[src/hdl/crcpr_pkg.sv]
package crcpr_pkg;

    localparam logic [7:0]  START_BYTE     = 8'h42;
    localparam logic [7:0]  BROADCAST_ADDR = 8'hff;
    localparam logic [15:0] CRC_POLY       = 16'h1021;
    localparam logic [15:0] CRC_MSB        = 16'h8000;

    // Result kinds.
    localparam logic KIND_DATA    = 1'b0;
    localparam logic KIND_VERDICT = 1'b1;

    // Verdict codes.
    localparam logic [1:0] VERDICT_OK       = 2'd0;
    localparam logic [1:0] VERDICT_OTHER    = 2'd1;
    localparam logic [1:0] VERDICT_CRC_FAIL = 2'd2;

    // Parser phases, one-hot.
    typedef enum logic [7:0] {
        PH_IDLE   = 8'b0000_0001,
        PH_ADDR   = 8'b0000_0010,
        PH_LEN_LO = 8'b0000_0100,
        PH_LEN_HI = 8'b0000_1000,
        PH_TYPE   = 8'b0001_0000,
        PH_DATA   = 8'b0010_0000,
        PH_CRC_LO = 8'b0100_0000,
        PH_CRC_HI = 8'b1000_0000
    } phase_t;

    // One result beat produced by the parser.
    typedef struct packed {
        logic        valid;
        logic        result_kind;
        logic [7:0]  payload_byte;
        logic [15:0] byte_index;
        logic [7:0]  dest_address;
        logic [7:0]  packet_type;
        logic [15:0] packet_length;
        logic [1:0]  verdict;
    } result_t;

    // CRC-16 update with one byte, MSB first, polynomial 0x1021.
    function automatic logic [15:0] crc_add_byte(input logic [15:0] crc,
                                                 input logic [7:0] data);
        logic [15:0] c;
        c = crc ^ {data, 8'h00};
        for (int k = 0; k < 8; k++) begin
            if ((c & CRC_MSB) != 16'h0000) begin
                c = {c[14:0], 1'b0} ^ CRC_POLY;
            end else begin
                c = {c[14:0], 1'b0};
            end
        end
        return c;
    endfunction

endpackage

[src/hdl/crcpr_parser.sv]
module crcpr_parser (
    input  logic                   aclk,
    input  logic                   aresetn,
    input  logic                   step,
    input  logic [7:0]             rx_byte,
    input  logic [7:0]             own_address,
    output crcpr_pkg::result_t     res
);

    crcpr_pkg::phase_t phase_reg, phase_next;
    logic [7:0]  addr_reg, addr_next;
    logic [15:0] len_reg, len_next;
    logic [7:0]  type_reg, type_next;
    logic [15:0] count_reg, count_next;
    logic [15:0] crc_reg, crc_next;
    logic [7:0]  crc_lo_reg, crc_lo_next;

    logic [15:0] crc_upd;
    logic [15:0] count_inc;
    logic [15:0] rx_crc;

    assign crc_upd   = crcpr_pkg::crc_add_byte(crc_reg, rx_byte);
    assign count_inc = count_reg + 16'd1;
    assign rx_crc    = {rx_byte, crc_lo_reg};

    // Next state and result for the byte in the input register.
    always_comb begin
        phase_next  = phase_reg;
        addr_next   = addr_reg;
        len_next    = len_reg;
        type_next   = type_reg;
        count_next  = count_reg;
        crc_next    = crc_reg;
        crc_lo_next = crc_lo_reg;

        res               = '0;
        res.dest_address  = addr_reg;
        res.packet_type   = type_reg;
        res.packet_length = len_reg;

        unique case (phase_reg)
            crcpr_pkg::PH_IDLE: begin
                if (rx_byte == crcpr_pkg::START_BYTE) begin
                    crc_next   = crcpr_pkg::crc_add_byte(16'h0000, rx_byte);
                    phase_next = crcpr_pkg::PH_ADDR;
                end
            end
            crcpr_pkg::PH_ADDR: begin
                addr_next  = rx_byte;
                crc_next   = crc_upd;
                phase_next = crcpr_pkg::PH_LEN_LO;
            end
            crcpr_pkg::PH_LEN_LO: begin
                len_next   = {8'h00, rx_byte};
                crc_next   = crc_upd;
                phase_next = crcpr_pkg::PH_LEN_HI;
            end
            crcpr_pkg::PH_LEN_HI: begin
                len_next   = {rx_byte, len_reg[7:0]};
                crc_next   = crc_upd;
                phase_next = crcpr_pkg::PH_TYPE;
            end
            crcpr_pkg::PH_TYPE: begin
                type_next  = rx_byte;
                crc_next   = crc_upd;
                count_next = 16'd0;
                phase_next = (len_reg != 16'd0) ? crcpr_pkg::PH_DATA
                                                : crcpr_pkg::PH_CRC_LO;
            end
            crcpr_pkg::PH_DATA: begin
                crc_next   = crc_upd;
                count_next = count_inc;
                if (count_inc >= len_reg) begin
                    phase_next = crcpr_pkg::PH_CRC_LO;
                end
                res.valid        = 1'b1;
                res.result_kind  = crcpr_pkg::KIND_DATA;
                res.payload_byte = rx_byte;
                res.byte_index   = count_reg;
            end
            crcpr_pkg::PH_CRC_LO: begin
                crc_lo_next = rx_byte;
                phase_next  = crcpr_pkg::PH_CRC_HI;
            end
            crcpr_pkg::PH_CRC_HI: begin
                phase_next      = crcpr_pkg::PH_IDLE;
                res.valid       = 1'b1;
                res.result_kind = crcpr_pkg::KIND_VERDICT;
                // The address check takes precedence over the CRC check.
                if (addr_reg != own_address && addr_reg != crcpr_pkg::BROADCAST_ADDR) begin
                    res.verdict = crcpr_pkg::VERDICT_OTHER;
                end else if (rx_crc != crc_reg) begin
                    res.verdict = crcpr_pkg::VERDICT_CRC_FAIL;
                end else begin
                    res.verdict = crcpr_pkg::VERDICT_OK;
                end
            end
            default: begin
                phase_next = crcpr_pkg::PH_IDLE;
            end
        endcase

        // Only a consumed byte produces a result.
        res.valid = res.valid & step;
    end

    // Parser state registers.
    always_ff @(posedge aclk) begin
        if (!aresetn) begin
            phase_reg  <= crcpr_pkg::PH_IDLE;
            addr_reg   <= 8'h00;
            len_reg    <= 16'h0000;
            type_reg   <= 8'h00;
            count_reg  <= 16'h0000;
            crc_reg    <= 16'h0000;
            crc_lo_reg <= 8'h00;
        end else if (step) begin
            phase_reg  <= phase_next;
            addr_reg   <= addr_next;
            len_reg    <= len_next;
            type_reg   <= type_next;
            count_reg  <= count_next;
            crc_reg    <= crc_next;
            crc_lo_reg <= crc_lo_next;
        end
    end

    // A payload byte always yields a data result.
    a_data_result: assert property (@(posedge aclk) disable iff (!aresetn)
        step && phase_reg == crcpr_pkg::PH_DATA |->
            res.valid && res.result_kind == crcpr_pkg::KIND_DATA)
        else $error("payload byte without data result");

    // After the second CRC byte the parser hunts again.
    a_back_to_idle: assert property (@(posedge aclk) disable iff (!aresetn)
        step && phase_reg == crcpr_pkg::PH_CRC_HI |=> phase_reg == crcpr_pkg::PH_IDLE)
        else $error("parser did not return to hunting after verdict");

    // A byte other than the start byte is dropped while hunting.
    a_hunt_drop: assert property (@(posedge aclk) disable iff (!aresetn)
        step && phase_reg == crcpr_pkg::PH_IDLE && rx_byte != crcpr_pkg::START_BYTE
            |-> !res.valid ##1 phase_reg == crcpr_pkg::PH_IDLE)
        else $error("non-start byte left hunting state or produced a result");

    // The payload counter restarts at the type byte.
    a_count_clear: assert property (@(posedge aclk) disable iff (!aresetn)
        step && phase_reg == crcpr_pkg::PH_TYPE |=> count_reg == 16'd0)
        else $error("payload counter not cleared after type byte");

endmodule

[src/hdl/crcpr_out_reg.sv]
module crcpr_out_reg (
    input  logic                 aclk,
    input  logic                 aresetn,
    input  crcpr_pkg::result_t   res,
    output logic                 can_take,
    output logic                 m_valid,
    input  logic                 m_ready,
    output logic                 m_result_kind,
    output logic [7:0]           m_payload_byte,
    output logic [15:0]          m_byte_index,
    output logic [7:0]           m_dest_address,
    output logic [7:0]           m_packet_type,
    output logic [15:0]          m_packet_length,
    output logic [1:0]           m_verdict
);

    logic               valid_reg, valid_next;
    crcpr_pkg::result_t data_reg;

    // The slot is free when empty or when its beat leaves this cycle.
    assign can_take   = !valid_reg || m_ready;
    assign valid_next = res.valid || (valid_reg && !m_ready);

    always_ff @(posedge aclk) begin
        if (!aresetn) begin
            valid_reg <= 1'b0;
        end else begin
            valid_reg <= valid_next;
        end
    end

    // Result payload, loaded only with a new beat.
    always_ff @(posedge aclk) begin
        if (res.valid) begin
            data_reg <= res;
        end
    end

    assign m_valid         = valid_reg;
    assign m_result_kind   = data_reg.result_kind;
    assign m_payload_byte  = data_reg.payload_byte;
    assign m_byte_index    = data_reg.byte_index;
    assign m_dest_address  = data_reg.dest_address;
    assign m_packet_type   = data_reg.packet_type;
    assign m_packet_length = data_reg.packet_length;
    assign m_verdict       = data_reg.verdict;

endmodule

[src/hdl/crc_checked_packet_receiver.sv]
// A byte accepted into the input register passes the byte-wide CRC step and
// parser decode into the result register, which drives the m_ ports.
// Throughput: one byte per cycle while the result slot can take it; m_ready low
// with a full result register stalls the input register.
// Reset (aresetn low at a clock edge) empties both registers, returns the
// parser to hunting for the start byte and clears own_address to zero.
module crc_checked_packet_receiver (
    input  logic         aclk,
    input  logic         aresetn,
    input  logic         cfg_valid,
    output logic         cfg_ready,
    input  logic [7:0]   cfg_own_address,
    input  logic         s_valid,
    output logic         s_ready,
    input  logic [7:0]   s_rx_byte,
    output logic         m_valid,
    input  logic         m_ready,
    output logic         m_result_kind,
    output logic [7:0]   m_payload_byte,
    output logic [15:0]  m_byte_index,
    output logic [7:0]   m_dest_address,
    output logic [7:0]   m_packet_type,
    output logic [15:0]  m_packet_length,
    output logic [1:0]   m_verdict
);

    logic [7:0]         own_address_reg;
    logic               in_valid_reg, in_valid_next;
    logic [7:0]         in_byte_reg;
    logic               can_take;
    logic               step;
    crcpr_pkg::result_t res;

    // Configuration register, always writable.
    assign cfg_ready = 1'b1;

    always_ff @(posedge aclk) begin
        if (!aresetn) begin
            own_address_reg <= 8'h00;
        end else if (cfg_valid) begin
            own_address_reg <= cfg_own_address;
        end
    end

    // Input register: the byte is consumed once the result slot can take it.
    assign step          = in_valid_reg && can_take;
    assign s_ready       = !in_valid_reg || can_take;
    assign in_valid_next = (s_valid && s_ready) || (in_valid_reg && !step);

    always_ff @(posedge aclk) begin
        if (!aresetn) begin
            in_valid_reg <= 1'b0;
        end else begin
            in_valid_reg <= in_valid_next;
        end
    end

    always_ff @(posedge aclk) begin
        if (s_valid && s_ready) begin
            in_byte_reg <= s_rx_byte;
        end
    end

    crcpr_parser u_parser (
        .aclk        (aclk),
        .aresetn     (aresetn),
        .step        (step),
        .rx_byte     (in_byte_reg),
        .own_address (own_address_reg),
        .res         (res)
    );

    crcpr_out_reg u_out_reg (
        .aclk            (aclk),
        .aresetn         (aresetn),
        .res             (res),
        .can_take        (can_take),
        .m_valid         (m_valid),
        .m_ready         (m_ready),
        .m_result_kind   (m_result_kind),
        .m_payload_byte  (m_payload_byte),
        .m_byte_index    (m_byte_index),
        .m_dest_address  (m_dest_address),
        .m_packet_type   (m_packet_type),
        .m_packet_length (m_packet_length),
        .m_verdict       (m_verdict)
    );

endmodule
[config.mk]
export PLATFORM = sky130hd
export DESIGN_NAME = crc_checked_packet_receiver
export DESIGN_NICKNAME = d
export VERILOG_FILES = /design/src/hdl/crcpr_pkg.sv /design/src/hdl/crcpr_parser.sv /design/src/hdl/crcpr_out_reg.sv /design/src/hdl/crc_checked_packet_receiver.sv
export SDC_FILE = /design/constraint.sdc
export NUM_CORES = 1
export LEC_CHECK = 0
export ABC_AREA = 1
export BUFFER_PORTS_ARGS = -buffer_cell sky130_fd_sc_hd__buf_2
export CAP_MARGIN = 20
export CELL_PAD_IN_SITES_DETAIL_PLACEMENT = 1
export CELL_PAD_IN_SITES_GLOBAL_PLACEMENT = 2
export CORE_UTILIZATION = 32
export DETAILED_ROUTE_END_ITERATION = 8
export PLACE_DENSITY_LB_ADDON = 0.1
export SLEW_MARGIN = 20
export SYNTH_ARGS = -nofsm -noshare
export SYNTH_HDL_FRONTEND = slang
export SYNTH_SLANG_ARGS = --single-unit
[constraint.sdc]
create_clock -name aclk -period 2.6 [get_ports aclk]
set_input_delay 0.39 -clock aclk [delete_from_list [all_inputs] [get_ports aclk]]
set_output_delay 0.39 -clock aclk [all_outputs]
set_load 0.05 [all_outputs]
==> metrics.md <==
| Metric | Value |
|---|---|
| Slew HR | 0.4946 |
| RSZ-0062 raised after global routing | yes |
| Max FO, Critical Path | 8 |
| Vias in the first global route | 6287 |
| Final setup vio count | 0 |
| DR DRC count | 0 |
| Worst EP required | 2940 ps |
| GRT overflow | 0 |
| Met3 wire len | 611 µm |
| Seq cells post-synth | 157 |
| Placed Cells | 1236 |
| Pwr per Cell Area | 676.9 nW/µm² |
| CP Capture Type | register |
| Via count | 6107 |
| Metal1 wirelength | 10830 µm |
| Initial core utilization | 0.3256 |
| Int Power | 4.288 mW |
| Hpwl dp | 15340 µm |
| Placeable Area | 22640 µm² |
| Post-synth EDFFs | 67 |
| Largest net degree at the start of global routing | 60 |
| Maxcap violations | 0 |
| Clock Sinks | 157 |
| Psw | 1.982 mW |
| Cell area after synthesis | 7371 µm² |
| Post-Route WL | 21620 µm |
| Gate power share | 0.157 |
| Initial antenna violation count | 0 |
| Minimum clock period | 2481 ps |
| Top-area cell type share of the netlist area | 0.2730 |
| Clk slew on worst S/H paths | 70 ps |
| Port bufs | 81 |
| Maximum root-to-sink buffer count | 2 |
| Layout area overhead | 25.67% |
| Share of the clock period used by the worst path | 0.9544 |
| Number of unique standard cell types used by synthesis | 36 |
| First-pass GRT wire length | 34020 µm |
| Finished Core Util | 0.4091 |
| Post-Synthesis Cells | 874 |
| Largest cells by area after synthesis | edfxtp_1 (27%), dfxtp_1 (24%), nand2_1 (11%) |
| Slew Viols, Final | 0 |
| Top layer in use | met4 |
| Vias per inst | 4.775 |
| Ant. Diodes | 0 |
| WP data arrival | 2820 ps |
| Die area | 23650 µm² |
| Pleak | 3.869 nW |
| Status | completed |
| Worst slack at placement | -202.7 ps |
| CTS tree | yes |
| Share of layout cells above drive strength 1 | 0.2626 |
| Sequential share of power | 0.441 |
| Final hold vios | 0 |
| Fmax | 403.0 MHz |
| Met2 Routed Length | 9889 µm |
| Cts bufs inserted | 17 |
| Post-layout nets | 1019 |
| H-tree depth | 4 |
| Setup tns final | 0 ps |
| Total GRT Usage | 0.1877 |
| First DRT Iteration DRCs | 258 |
| Synth Warn # | 0 |
| Peak VDD IR | 0.3947 mV |
| Register area share after synthesis | 0.5174 |
| Die H | 153.8 µm |
| Row count | 55 |
| DR WL/cell | 16.90 µm |
| Final worst setup slack | 118.5 ps |
| Net Sw Frac | 0.3162 |
| Synth area leader | edfxtp_1 |
| Worst Setup Path Type | reg -> reg |
| Worst slew pin tran | 756.9 ps |
| I/O pin count | 83 |
| Root buffer cell | clkbuf_16 |
| Clock latency on the worst-skew pair | 440 ps |
| Router iterations before antenna repair | 4 |
| Worst hold path type | in -> reg |
| Gpl congestion | 0.8068 |
| Chip width | 153.8 µm |
| Startpoint types | register |
| Clock share of power | 0.402 |
| Clk_skew | 8.329 ps |
| Avg Inst Size Synth | 8.433 µm² |
| ANT nets after route | 0 |
| Synth Flop Type | dfxtp_1 |
| Layout Cells excl Fill | 1279 |
| Post-Syn Nets | 912 |
| Async SR Flop Fraction | 0 |
## kinds of logic after synthesis
| family | count (synthesis) | share of synthesized area |
|---|---|---|
| and+or+nand+nor | 391 | 0.2297 |
| adders and majority gates | 17 | 0.02886 |
| buffers and inverters | 131 | 0.07503 |
| xor gates and xnor gates | 45 | 0.05347 |
| other | 1 | 0.0005088 |
| AOI/OAI and AO/OA | 132 | 0.09506 |
| DFF | 157 | 0.5174 |
## metrics by stage
step | power (mW) | hold WS (ps) | instance area, µm²
final | 6.270 | 123.3 | 9263
after detailed placement | 3.776 | 412.6 | 8184
after global routing | 6.580 | 107.0 | 9263
after global placement | 3.744 | 410.6 | 8184
after floorplan | 3.525 | 403.0 | 7376
after CTS | 6.304 | 109.2 | 8801
## worst max-delay path: stages (launching register included)
cell,delay [ps]
dfxtp_2,350
buf_6,110
nand2_4,50
nor3_4,170
nand2_2,100
nor2_4,180
nand4_1,150
and2_4,180
ha_4,250
nand4_1,160
a21oi_2,200
nor2_4,70
buf_12,130
nand2_8,100
nand3_2,70
nand2_1,70
nor2_1,50
## synthesized netlist by cell type, types with 2 or more instances
| cell | number |
|---|---|
| or2_2 | 2 |
| nor3_1 | 6 |
| o21bai_1 | 2 |
| o21ai_0 | 37 |
| o21ai_1 | 5 |
| buf_2 | 12 |
| nand3_1 | 32 |
| nor2_4 | 4 |
| xnor2_1 | 18 |
| buf_4 | 7 |
| nand2_2 | 5 |
| clkbuf_1 | 8 |
| inv_2 | 13 |
| nor3_2 | 2 |
| ha_1 | 17 |
| xor2_1 | 27 |
| edfxtp_1 | 67 |
| buf_1 | 3 |
| nor2_2 | 8 |
| nand4_1 | 13 |
| nor4_1 | 3 |
| a21oi_1 | 78 |
| nand3_2 | 3 |
| nand2_1 | 215 |
| inv_1 | 85 |
| a211oi_1 | 8 |
| buf_6 | 2 |
| dfxtp_1 | 90 |
| nor2_1 | 89 |
| and2_1 | 7 |
## power by group through the flow
stage | clock, mW | sequential (mW) | combinational [mW]
final | 2.52 | 2.76 | 0.986
after CTS | 2.58 | 2.76 | 0.963
after global placement | 0 | 2.81 | 0.931
after global routing | 2.69 | 2.78 | 1.11
after detailed placement | 0 | 2.82 | 0.957
after floorplan | 0 | 2.79 | 0.731
## what timing repair did
item                       in CTS  in global routing
pin swaps                       1                 29
resized for setup               7                 85
setup endpoints to repair       8                  8
setup buffers                   0                 10
hold buffers                    0                  0
gates cloned                    0                  1
## path summary, 6_finish.rpt
path | startpoint | to | slack (ps) | depth (start not counted)
hold / removal | s_rx_byte[7] | in_byte_reg[7] | 120 | 1
setup / recovery | u_parser.count_reg[4] | u_parser.phase_reg[4] | 120 | 16
setup reg to reg | u_parser.count_reg[4] | u_parser.phase_reg[4] | 120 | 16
hold reg to reg | u_parser.type_reg[2] | u_out_reg.m_packet_type[2] | 430 | 0
## cells in the final DEF (no fill, tap or decap), types with 9 or more instances in the layout
| cell | netlist | layout |
|---|---|---|
| inv_2 | 13 | 16 |
| nand3_1 | 32 | 22 |
| clkbuf_16 | 0 | 17 |
| nand2_1 | 215 | 202 |
| edfxtp_1 | 67 | 67 |
| nand3_2 | 3 | 13 |
| dfxtp_1 | 90 | 82 |
| nor2_2 | 8 | 9 |
| buf_2 | 12 | 81 |
| inv_1 | 85 | 81 |
| nand2_2 | 5 | 14 |
| a21oi_1 | 78 | 71 |
| nand4_1 | 13 | 13 |
| nor2_1 | 89 | 83 |
| xor2_1 | 27 | 24 |
| nor2_4 | 4 | 9 |
| o21ai_0 | 37 | 36 |
| xnor2_1 | 18 | 18 |
| buf_4 | 7 | 30 |
| ha_1 | 17 | 11 |
## layer usage
layer	vias to the layer above	track usage
li1	3038	-
met1	2949	0.2526
met2	97	0.3076
met3	23	0.03269
met4	0	0.05524
met5	-	0
## cell type report
class                   count  area (µm²)
clock buffers              17       425.4
clock inverters            15       166.4
fillers                  2679       13380
inverters                  99       380.4
multi-input cells         587        3369
flip-flops and latches    157        3826
well taps                 285       356.6
repair buffers            119       738.2
Note: power is estimated with default switching activity, not from simulation.
